**src/hdl/psps_pkg.sv**
```systemverilog
// ----------------------------------------------------------------------------
// Platter speed PID supervisor package
// Shared constants, codes and types of the platter speed PID supervisor unit.
// ----------------------------------------------------------------------------
package psps_pkg;

    localparam int ELAPSED_BITS_DEF = 10;

    localparam int SPEED_W = 16;
    localparam int GAIN_W  = 16;
    localparam int INTEG_W = 15;
    localparam int DRIVE_W = 16;

    localparam int I_START   = 7680;
    localparam int I_LOW     = 10240;
    localparam int I_HIGH    = 20480;
    localparam int DRIVE_LIM = 25600;

    localparam int SLOW_TICKS   = 300;
    localparam int SPINUP_TICKS = 150;
    localparam int SWING_TICKS  = 200;

    localparam logic [15:0] RATE_33_RST = 16'd8533;
    localparam logic [15:0] RATE_45_RST = 16'd11520;
    localparam logic [15:0] RATE_78_RST = 16'd19968;

    localparam logic [1:0] MODE_TICK = 2'd0;
    localparam logic [1:0] MODE_PLAY = 2'd1;
    localparam logic [1:0] MODE_STOP = 2'd2;
    localparam logic [1:0] MODE_SET  = 2'd3;

    localparam logic [1:0] SEL_45 = 2'd2;
    localparam logic [1:0] SEL_78 = 2'd3;

    localparam logic [2:0] ST_BAD_ORIENT = 3'd1;
    localparam logic [2:0] ST_HOME       = 3'd2;
    localparam logic [2:0] ST_HOMING     = 3'd3;
    localparam logic [2:0] ST_PARKING    = 3'd4;
    localparam logic [2:0] ST_CLEANING   = 3'd5;
    localparam logic [2:0] ST_HOME_PLAY  = 3'd6;

    localparam logic [2:0] EV_NONE       = 3'd0;
    localparam logic [2:0] EV_AT_SPEED   = 3'd1;
    localparam logic [2:0] EV_HAND_STOP  = 3'd2;
    localparam logic [2:0] EV_NO_SPIN_UP = 3'd3;
    localparam logic [2:0] EV_STILL_TURN = 3'd4;
    localparam logic [2:0] EV_SWING      = 3'd5;
    localparam logic [2:0] EV_SPUN_DOWN  = 3'd6;

    localparam logic [1:0] REQ_NONE      = 2'd0;
    localparam logic [1:0] REQ_STOPPING  = 2'd1;
    localparam logic [1:0] REQ_HOMING    = 2'd2;
    localparam logic [1:0] REQ_HOME_PLAY = 2'd3;

    localparam logic [2:0] REG_GAIN_P   = 3'd0;
    localparam logic [2:0] REG_GAIN_I   = 3'd1;
    localparam logic [2:0] REG_GAIN_D   = 3'd2;
    localparam logic [2:0] REG_RATE_33  = 3'd3;
    localparam logic [2:0] REG_RATE_45  = 3'd4;
    localparam logic [2:0] REG_RATE_78  = 3'd5;
    localparam logic [2:0] REG_SUPERV   = 3'd6;
    localparam logic [2:0] REG_COMPENS  = 3'd7;

    typedef struct packed {
        logic [SPEED_W-1:0] target;
        logic [SPEED_W-1:0] speed;
        logic [SPEED_W-1:0] prev_speed;
        logic [INTEG_W-1:0] integ;
        logic [DRIVE_W-1:0] unbalance;
        logic [GAIN_W-1:0]  gain_p;
        logic [GAIN_W-1:0]  gain_i;
        logic [GAIN_W-1:0]  gain_d;
        logic               comp_en;
    } t_pid_in;

    typedef struct packed {
        logic [DRIVE_W-1:0] drive;
        logic [INTEG_W-1:0] integ;
    } t_pid_out;

endpackage

```
**src/hdl/psps_pid.sv**
```systemverilog
// ----------------------------------------------------------------------------
// Platter speed PID step
// One PID step with integrator clamping, unbalance term and drive saturation.
// ----------------------------------------------------------------------------
module psps_pid (
    input  psps_pkg::t_pid_in  i_pid,
    output psps_pkg::t_pid_out o_pid
);
    import psps_pkg::*;

    logic signed [16:0] err;
    logic signed [16:0] diff;
    logic signed [32:0] prod_p;
    logic signed [32:0] prod_i;
    logic signed [32:0] prod_d;
    logic signed [24:0] term_p;
    logic signed [24:0] term_i;
    logic signed [24:0] term_d;
    logic signed [25:0] integ_acc;
    logic [INTEG_W-1:0] integ_clamped;
    logic [INTEG_W-1:0] integ_used;
    logic signed [26:0] drive_sum;
    logic [DRIVE_W-1:0] drive_sat;

    assign err  = $signed({1'b0, i_pid.target}) - $signed({1'b0, i_pid.speed});
    assign diff = $signed({1'b0, i_pid.speed}) - $signed({1'b0, i_pid.prev_speed});

    assign prod_p = err * $signed(i_pid.gain_p);
    assign prod_i = err * $signed(i_pid.gain_i);
    assign prod_d = diff * $signed(i_pid.gain_d);

    assign term_p = i_pid.comp_en ? $signed(prod_p[32:8]) : 25'sd0;
    assign term_i = $signed(prod_i[32:8]);
    assign term_d = i_pid.comp_en ? $signed(prod_d[32:8]) : 25'sd0;

    assign integ_acc = $signed({11'd0, i_pid.integ}) + $signed({term_i[24], term_i});

    always_comb begin
        if (integ_acc < I_LOW) begin
            integ_clamped = INTEG_W'(I_LOW);
        end else if (integ_acc > I_HIGH) begin
            integ_clamped = INTEG_W'(I_HIGH);
        end else begin
            integ_clamped = integ_acc[INTEG_W-1:0];
        end
    end

    assign integ_used = i_pid.comp_en ? integ_clamped : i_pid.integ;

    assign drive_sum = $signed({{2{term_p[24]}}, term_p})
                     + $signed({{2{term_d[24]}}, term_d})
                     + $signed({12'd0, integ_used})
                     + $signed({{11{i_pid.unbalance[15]}}, i_pid.unbalance});

    always_comb begin
        if (drive_sum > DRIVE_LIM) begin
            drive_sat = DRIVE_W'(DRIVE_LIM);
        end else if (drive_sum < -DRIVE_LIM) begin
            drive_sat = DRIVE_W'(-DRIVE_LIM);
        end else begin
            drive_sat = drive_sum[DRIVE_W-1:0];
        end
    end

    assign o_pid.drive = drive_sat;
    assign o_pid.integ = integ_used;

endmodule

```
**src/hdl/platter_speed_pid_supervisor_unit.sv**
```systemverilog
// ----------------------------------------------------------------------------
// Platter speed PID supervisor unit
// Turntable motor speed controller with PID drive and a speed supervisor.
// ----------------------------------------------------------------------------
// Usage:
// Input items (a tick or a play, stop or set speed command) arrive on the
// i_in_valid/o_in_ready channel; one result item per input item leaves on
// the o_out_valid/i_out_ready channel.
// An accepted item is held in an input register; the PID step and the
// supervisor rules are then evaluated on it in one pass, and the result and
// the controller state are registered together once the result register can
// take the result.
// A new item is taken every cycle while the receiver does not stall; the
// feedback through the integrator, target and flag registers does not limit this.
// While the receiver stalls, the result register holds its item and the input
// register can still take one more item; further items then wait.
// Configuration registers are written through i_cfg_valid, i_cfg_index and
// i_cfg_data, always ready; the user must write only while idle, as the
// block does not enforce it. A synchronous reset empties both registers,
// clears the controller state and loads the default gains, rates and enables.
// ----------------------------------------------------------------------------
module platter_speed_pid_supervisor_unit #(
    parameter int ELAPSED_BITS = psps_pkg::ELAPSED_BITS_DEF
) (
    input  logic               i_clk,
    input  logic               i_rst_n,
    input  logic               i_in_valid,
    output logic               o_in_ready,
    input  logic [1:0]         i_mode,
    input  logic [1:0]         i_rpm_select,
    input  logic [15:0]        i_speed_centered,
    input  logic [15:0]        i_speed_plain,
    input  logic signed [15:0] i_unbalance_term,
    input  logic [2:0]         i_sys_state,
    output logic               o_out_valid,
    input  logic               i_out_ready,
    output logic signed [15:0] o_drive,
    output logic [2:0]         o_event_res,
    output logic [1:0]         o_state_request,
    output logic               o_motor_running,
    output logic               o_reached_speed,
    input  logic               i_cfg_valid,
    output logic               o_cfg_ready,
    input  logic [2:0]         i_cfg_index,
    input  logic [15:0]        i_cfg_data
);
    import psps_pkg::*;

    localparam logic [ELAPSED_BITS-1:0] EL_MAX     = '1;
    localparam logic [ELAPSED_BITS-1:0] SLOW_CNT   = ELAPSED_BITS'(SLOW_TICKS);
    localparam logic [ELAPSED_BITS-1:0] SPINUP_CNT = ELAPSED_BITS'(SPINUP_TICKS);
    localparam logic [ELAPSED_BITS-1:0] SWING_CNT  = ELAPSED_BITS'(SWING_TICKS);

    logic [15:0] r_gain_p, r_gain_i, r_gain_d;
    logic [15:0] r_rate_33, r_rate_45, r_rate_78;
    logic        r_sup_en, r_comp_en;

    logic        r_in_vld;
    logic [1:0]  r_mode;
    logic [1:0]  r_sel;
    logic [15:0] r_spc;
    logic [15:0] r_spd;
    logic [15:0] r_unb;
    logic [2:0]  r_st;

    logic        r_mo, r_as, r_sd;
    logic [INTEG_W-1:0]      r_integ;
    logic [15:0]             r_prev;
    logic [15:0]             r_tgt;
    logic [ELAPSED_BITS-1:0] r_el;

    logic        n_mo, n_as, n_sd;
    logic [INTEG_W-1:0]      n_integ;
    logic [15:0]             n_prev;
    logic [15:0]             n_tgt;
    logic [ELAPSED_BITS-1:0] n_el;

    logic        r_out_vld;
    logic [15:0] r_drive;
    logic [2:0]  r_ev;
    logic [1:0]  r_req;
    logic        r_mo_out, r_as_out;

    logic [15:0] res_drive;
    logic [2:0]  res_ev;
    logic [1:0]  res_req;

    logic        advance;
    logic        do_stop, do_start;
    logic [15:0] sel_rate;
    logic [ELAPSED_BITS-1:0] el_inc;
    logic [25:0] spd_x10, spd_x20, spd_x100, spd_x1000;
    logic [25:0] tgt_x65, tgt_x95, r33_x666;
    logic        home_state;

    t_pid_in  pid_in;
    t_pid_out pid_out;

    assign advance     = r_in_vld && (!r_out_vld || i_out_ready);
    assign o_in_ready  = !r_in_vld || advance;
    assign o_cfg_ready = 1'b1;

    always_ff @(posedge i_clk) begin
        if (!i_rst_n) begin
            r_gain_p  <= '0;
            r_gain_i  <= '0;
            r_gain_d  <= '0;
            r_rate_33 <= RATE_33_RST;
            r_rate_45 <= RATE_45_RST;
            r_rate_78 <= RATE_78_RST;
            r_sup_en  <= 1'b1;
            r_comp_en <= 1'b1;
        end else if (i_cfg_valid) begin
            unique case (i_cfg_index)
                REG_GAIN_P:  r_gain_p  <= i_cfg_data;
                REG_GAIN_I:  r_gain_i  <= i_cfg_data;
                REG_GAIN_D:  r_gain_d  <= i_cfg_data;
                REG_RATE_33: r_rate_33 <= i_cfg_data;
                REG_RATE_45: r_rate_45 <= i_cfg_data;
                REG_RATE_78: r_rate_78 <= i_cfg_data;
                REG_SUPERV:  r_sup_en  <= i_cfg_data[0];
                REG_COMPENS: r_comp_en <= i_cfg_data[0];
                default: ;
            endcase
        end
    end

    always_ff @(posedge i_clk) begin
        if (!i_rst_n) begin
            r_in_vld <= 1'b0;
        end else if (o_in_ready) begin
            r_in_vld <= i_in_valid;
        end
    end

    always_ff @(posedge i_clk) begin
        if (i_in_valid && o_in_ready) begin
            r_mode <= i_mode;
            r_sel  <= i_rpm_select;
            r_spc  <= i_speed_centered;
            r_spd  <= i_speed_plain;
            r_unb  <= i_unbalance_term;
            r_st   <= i_sys_state;
        end
    end

    always_comb begin
        pid_in.target     = r_tgt;
        pid_in.speed      = r_spc;
        pid_in.prev_speed = r_prev;
        pid_in.integ      = r_integ;
        pid_in.unbalance  = r_unb;
        pid_in.gain_p     = r_gain_p;
        pid_in.gain_i     = r_gain_i;
        pid_in.gain_d     = r_gain_d;
        pid_in.comp_en    = r_comp_en;
    end

    psps_pid u_pid (
        .i_pid (pid_in),
        .o_pid (pid_out)
    );

    always_comb begin
        if (r_sel == SEL_45) begin
            sel_rate = r_rate_45;
        end else if (r_sel == SEL_78) begin
            sel_rate = r_rate_78;
        end else begin
            sel_rate = r_rate_33;
        end
    end

    assign el_inc     = (r_el != EL_MAX) ? r_el + 1'b1 : r_el;
    assign spd_x10    = 26'(r_spd) * 26'd10;
    assign spd_x20    = 26'(r_spd) * 26'd20;
    assign spd_x100   = 26'(r_spd) * 26'd100;
    assign spd_x1000  = 26'(r_spd) * 26'd1000;
    assign tgt_x65    = 26'(r_tgt) * 26'd65;
    assign tgt_x95    = 26'(r_tgt) * 26'd95;
    assign r33_x666   = 26'(r_rate_33) * 26'd666;
    assign home_state = (r_st == ST_HOME) || (r_st == ST_HOMING) || (r_st == ST_PARKING);

    always_comb begin
        n_mo      = r_mo;
        n_as      = r_as;
        n_sd      = r_sd;
        n_integ   = r_integ;
        n_prev    = r_prev;
        n_tgt     = r_tgt;
        n_el      = r_el;
        res_drive = '0;
        res_ev    = EV_NONE;
        res_req   = REQ_NONE;
        do_stop   = 1'b0;
        do_start  = 1'b0;

        unique case (r_mode)
            MODE_PLAY: begin
                do_start = 1'b1;
            end
            MODE_STOP: begin
                do_stop = 1'b1;
            end
            MODE_SET: begin
                if (sel_rate != r_tgt) begin
                    if (r_mo) begin
                        n_tgt = sel_rate;
                    end
                    n_el = '0;
                end
            end
            default: begin
                n_el = el_inc;
                if (r_mo) begin
                    n_prev    = r_spc;
                    n_integ   = pid_out.integ;
                    res_drive = pid_out.drive;
                end else begin
                    n_integ = '0;
                end
                if (r_sup_en && r_st != ST_CLEANING) begin
                    if (r_mo) begin
                        if (r_st == ST_BAD_ORIENT || r_st == ST_HOME) begin
                            res_ev  = EV_STILL_TURN;
                            do_stop = 1'b1;
                        end else if (r_as) begin
                            if (spd_x100 < tgt_x65 && el_inc > SLOW_CNT) begin
                                res_ev  = EV_HAND_STOP;
                                do_stop = 1'b1;
                            end
                        end else if (spd_x100 > tgt_x95) begin
                            res_ev = EV_AT_SPEED;
                            n_as   = 1'b1;
                        end else if (spd_x10 < 26'(r_tgt) && el_inc > SPINUP_CNT) begin
                            res_ev  = EV_NO_SPIN_UP;
                            do_stop = 1'b1;
                        end
                    end else if (el_inc > SWING_CNT && !r_sd && spd_x1000 > r33_x666
                                 && home_state) begin
                        res_ev   = EV_SWING;
                        do_start = 1'b1;
                    end else if (r_sd && spd_x20 < 26'(r_rate_33)) begin
                        n_sd   = 1'b0;
                        n_el   = '0;
                        res_ev = EV_SPUN_DOWN;
                    end
                end
            end
        endcase

        if (do_start) begin
            res_req = REQ_HOME_PLAY;
            n_mo    = 1'b1;
            n_integ = INTEG_W'(I_START);
            if (r_rate_33 != r_tgt) begin
                n_tgt = sel_rate;
                n_el  = '0;
            end
        end
        if (do_stop) begin
            res_req = (r_st == ST_HOME_PLAY) ? REQ_HOMING : REQ_STOPPING;
            n_mo    = 1'b0;
            n_tgt   = '0;
            n_el    = '0;
            n_sd    = 1'b1;
            n_as    = 1'b0;
        end
    end

    always_ff @(posedge i_clk) begin
        if (!i_rst_n) begin
            r_mo    <= 1'b0;
            r_as    <= 1'b0;
            r_sd    <= 1'b0;
            r_integ <= '0;
            r_prev  <= '0;
            r_tgt   <= '0;
            r_el    <= '0;
        end else if (advance) begin
            r_mo    <= n_mo;
            r_as    <= n_as;
            r_sd    <= n_sd;
            r_integ <= n_integ;
            r_prev  <= n_prev;
            r_tgt   <= n_tgt;
            r_el    <= n_el;
        end
    end

    always_ff @(posedge i_clk) begin
        if (!i_rst_n) begin
            r_out_vld <= 1'b0;
        end else if (advance) begin
            r_out_vld <= 1'b1;
        end else if (i_out_ready) begin
            r_out_vld <= 1'b0;
        end
    end

    always_ff @(posedge i_clk) begin
        if (advance) begin
            r_drive  <= res_drive;
            r_ev     <= res_ev;
            r_req    <= res_req;
            r_mo_out <= n_mo;
            r_as_out <= n_as;
        end
    end

    assign o_out_valid     = r_out_vld;
    assign o_drive         = r_drive;
    assign o_event_res     = r_ev;
    assign o_state_request = r_req;
    assign o_motor_running = r_mo_out;
    assign o_reached_speed = r_as_out;

endmodule

```
**config.mk**
```make
export PLATFORM = sky130hd
export DESIGN_NAME = platter_speed_pid_supervisor_unit
export DESIGN_NICKNAME = d
export VERILOG_FILES = /design/src/hdl/psps_pkg.sv /design/src/hdl/psps_pid.sv /design/src/hdl/platter_speed_pid_supervisor_unit.sv
export SDC_FILE = /design/constraint.sdc
export NUM_CORES = 2
export LEC_CHECK = 0
export ABC_AREA = 1
export BUFFER_PORTS_ARGS = -buffer_cell sky130_fd_sc_hd__buf_2
export CAP_MARGIN = 10
export CORE_MARGIN = 3
export CORE_UTILIZATION = 40
export CTS_BUF_LIST = sky130_fd_sc_hd__clkbuf_8 sky130_fd_sc_hd__clkbuf_16
export CTS_CLUSTER_SIZE = 28
export DETAILED_ROUTE_END_ITERATION = 10
export PLACE_DENSITY = 0.63
export SLEW_MARGIN = 10
export SYNTH_ARGS = -nofsm -noshare
export SYNTH_HDL_FRONTEND = slang
export SYNTH_SLANG_ARGS = --single-unit
export TNS_END_PERCENT = 100
```
**constraint.sdc**
```tcl
create_clock -name i_clk -period 17.04 [get_ports i_clk]
set_input_delay 0.852 -clock i_clk [delete_from_list [all_inputs] [get_ports i_clk]]
set_output_delay 0.852 -clock i_clk [all_outputs]
set_load 0.005 [all_outputs]
```
==> results.py <==
metrics = {
    "global_routing": {
        "grt_pass1_vias": 50042,
        "grt_max_degree": 63,
        "grt_usage": 0.2395,
        "antenna_found_initial": 9,
        "overflow": 0,
        "grt_pass1_wl_mm": 284.5,
    },
    "sta": {
        "whs_ns": 0.3774,
        "hold_viol_final": 0,
        "clock_skew_ns": 0.02441,
        "post-route-min-period_ns": 15.67,
        "tns_ns": 0,
        "setup_viol": 0,
        "fin_crit_sh": 0.9195,
        "report.final.slew_viol_count": 0,
        "maxSlewHeadroom": 0.3177,
        "worst_slew_pin_slew_ns": 1.015,
        "setup_ws_ns": 1.371,
        "grt_setup_unrepaired": "no",
        "maxClockFrequency_mhz": 63.82,
    },
    "synth": {
        "syn-cell-area_um2": 58560,
        "ys_async_sr_fraction": 0,
        "ys_ff_latch": 238,
        "synth_top_area_frac": 0.3429,
        "synth-edff-count": 78,
        "ys_warn_count": 0,
        "synth_area_leaders": "fa_1 34%, ha_1 15%, inv_1 11%",
        "synth_nets": 9100,
        "ys_types": 70,
        "seq_area_frac_synth": 0.09469,
        "netlist.top_cell.by_area": "fa_1",
        "ys.flop_type": "dfxtp_1",
        "syn_inst": 7310,
        "synthesis.area_per_instance_um2": 8.011,
    },
    "setup_path": {
        "reg2reg_setup_slack_ns": 1.37,
        "path_class": "flop to flop",
        "crit_required_ns": 17.52,
        "setup.worst_path.end_class": "flop",
        "r2r_cells": 72,
        "path_max_fanout": 18,
        "slowest_delay_ns": 0.89,
        "crit_arrival_ns": 16.15,
        "critPathLaunchType": "flop",
        "rr_startpoint": "r_tgt[0]",
        "cp_slowest_cell": "clkinv_1",
        "crit_top_cell": "nand2_1",
        "regToRegEndpoint": "o_drive[4]",
    },
    "placement": {
        "placed_cell_area_um2": 61130,
        "gp_congestion": 0.9459,
        "dpl.hpwl_mm": 148.4,
        "portBuffers": 103,
        "pre_cts_slack_ns": 1.663,
    },
    "floorplanning": {
        "pin_count": 105,
        "dieArea_um2": 151000,
        "num_rows": 139,
        "die_w_um": 388.6,
        "initial_core_util": 0.4052,
        "coreArea_um2": 144500,
        "die_h_um": 388.6,
    },
    "finish": {
        "drive_gt1_frac": 0.04759,
        "num-fill-cells": 14536,
        "multi_input_area_um2": 46050,
        "regArea_um2": 5545,
        "area_growth_pct": 6.234,
        "nNetsFinal": 9120,
        "fin_area_um2": 62210,
    },
    "hold_path": {
        "whs_path_depth": 1,
        "hold_end": "r_unb[13]",
        "min_from": "i_unbalance_term[13]",
        "min-delay-path-class": "primary input to flop",
    },
    "clock_network": {
        "cts_tree": "done",
        "root_buffer": "clkbuf_16",
        "clk_latency_ns": 0.64,
        "cts_buffer_depth": 3,
        "cts.sinks": 238,
        "post_cts_resized": 0,
        "clk_pin_slew_ns": 0.08,
        "post_cts.repair.setup_buffers": 0,
        "htreeDepth": 1,
        "numCtsBuffers": 31,
        "postCtsHoldBufs": 0,
    },
    "route": {
        "drt_wl_total_mm": 178.9,
        "vias": 48288,
        "via_per_inst": 5.209,
        "dr.first_iter.drc_count": 4019,
        "drt-wirelength-per-cell_um": 19.30,
        "dr.pass1.iters": 6,
        "drc": 0,
        "final_antenna_net_count": 0,
    },
    "pwr": {
        "power.density_nw_per_um2": 133.3,
        "p_leak_nw": 30.58,
        "peakVddDrop_mv": 0.2299,
    },
    "outcome": {
        "status": "complete, no violations",
    },
    "job": {
        "max-cap-violations": 0,
    },
}
==> cell usage in the layout, fill, tap and decap left out, types with 102 or more instances in the layout <==
cell     count
o21ai_0    236
ha_1       708
xor2_1     158
inv_1     1643
buf_2      102
nor2_1     687
nand3_1    152
a21oi_1    488
nand2_1   1254
dfxtp_1    160
fa_1      1003
==> critical path: cells and delay by family, from the launching register on <==
| kind | cells | cell delay, ns |
|---|---|---|
| xor+xnor | 1 | 0.17 |
| fa+ha+maj | 12 | 5.31 |
| simple gates | 38 | 5.31 |
| compound gates | 13 | 2.50 |
| buf+inv | 8 | 1.62 |
| flops | 1 | 0.56 |
==> cell usage after synthesis, types with 21 or more instances <==
cell type,count
inv_1,1639
nand2_1,1254
fa_1,1003
ha_1,708
nor2_1,687
a21oi_1,488
o21ai_0,236
dfxtp_1,160
xor2_1,158
nand3_1,152
clkbuf_1,139
xnor2_1,92
edfxtp_1,78
nand4_1,45
nor3_1,41
o21ai_1,35
nor2_2,29
o21bai_1,27
nand2_2,25
nor4_1,24
or2_2,23
o211ai_1,22
a21o_1,21
==> per-layer routing <==
metal | vias up | part of all wire | global-route usage
li1 | 22526 | - | -
met1 | 23751 | 0.43 | 0.3218
met2 | 1656 | 0.45 | 0.3886
met3 | 349 | 0.077 | 0.04138
met4 | 6 | 0.042 | 0.08505
met5 | - | 0.00020 | 0
==> worst max-delay path by stage <==
stage | slack [ns] | from | to | cells after the start
global placement | 2.03 | r_tgt[0] | o_drive[7] | 78
finish | 1.37 | r_tgt[0] | o_drive[4] | 72
floorplan | 4.36 | r_tgt[0] | o_drive[8] | 82
detailed placement | 1.66 | r_tgt[0] | o_drive[4] | 72
global route | 0.005 | r_tgt[0] | o_drive[4] | 72
CTS | 1.61 | r_tgt[0] | o_drive[4] | 72
==> per-stage QoR <==
step / util / total power [mW] / std cells
CTS: 0.4303 / 8.301 / 9257
detailed placement: 0.4230 / 7.532 / 9200
finish: 0.4305 / 8.296 / 9270
global route: 0.4303 / 9.322 / 9258
global placement: 0.4230 / 7.509 / 9200
floorplan: - / 5.727 / 7310
==> layout make-up <==
| type | instances | share of cell area |
|---|---|---|
| Multi-Input combinational cell | 5238 | 0.7402 |
| Inverter | 1669 | 0.1008 |
| Sequential cell | 238 | 0.08913 |
| Tap cell | 1903 | 0.03827 |
| Timing Repair Buffer | 152 | 0.01424 |
| Clock buffer | 33 | 0.01309 |
| Clock inverter | 24 | 0.003781 |
| Antenna cell | 13 | 0.0005229 |
==> cells by family after synthesis <==
group | after synthesis | synth area share
adders and majority gates | 1711 | 0.4941
DFF | 238 | 0.09469
and+or+nand+nor | 2330 | 0.1643
AOI/OAI and AO/OA | 946 | 0.09016
other | 1 | 0.00006403
buffers and inverters | 1834 | 0.1193
xor gates and xnor gates | 250 | 0.03739
==> report_power, final <==
group | leakage, nW | total (mW) | internal (mW) | switching, mW
combinational | 28.0 | 6.93 | 2.41 | 4.52
sequential | 2.06 | 0.656 | 0.611 | 0.0451
clock | 0.538 | 0.705 | 0.394 | 0.310
No activity file was read; power rests on OpenSTA's default activity.
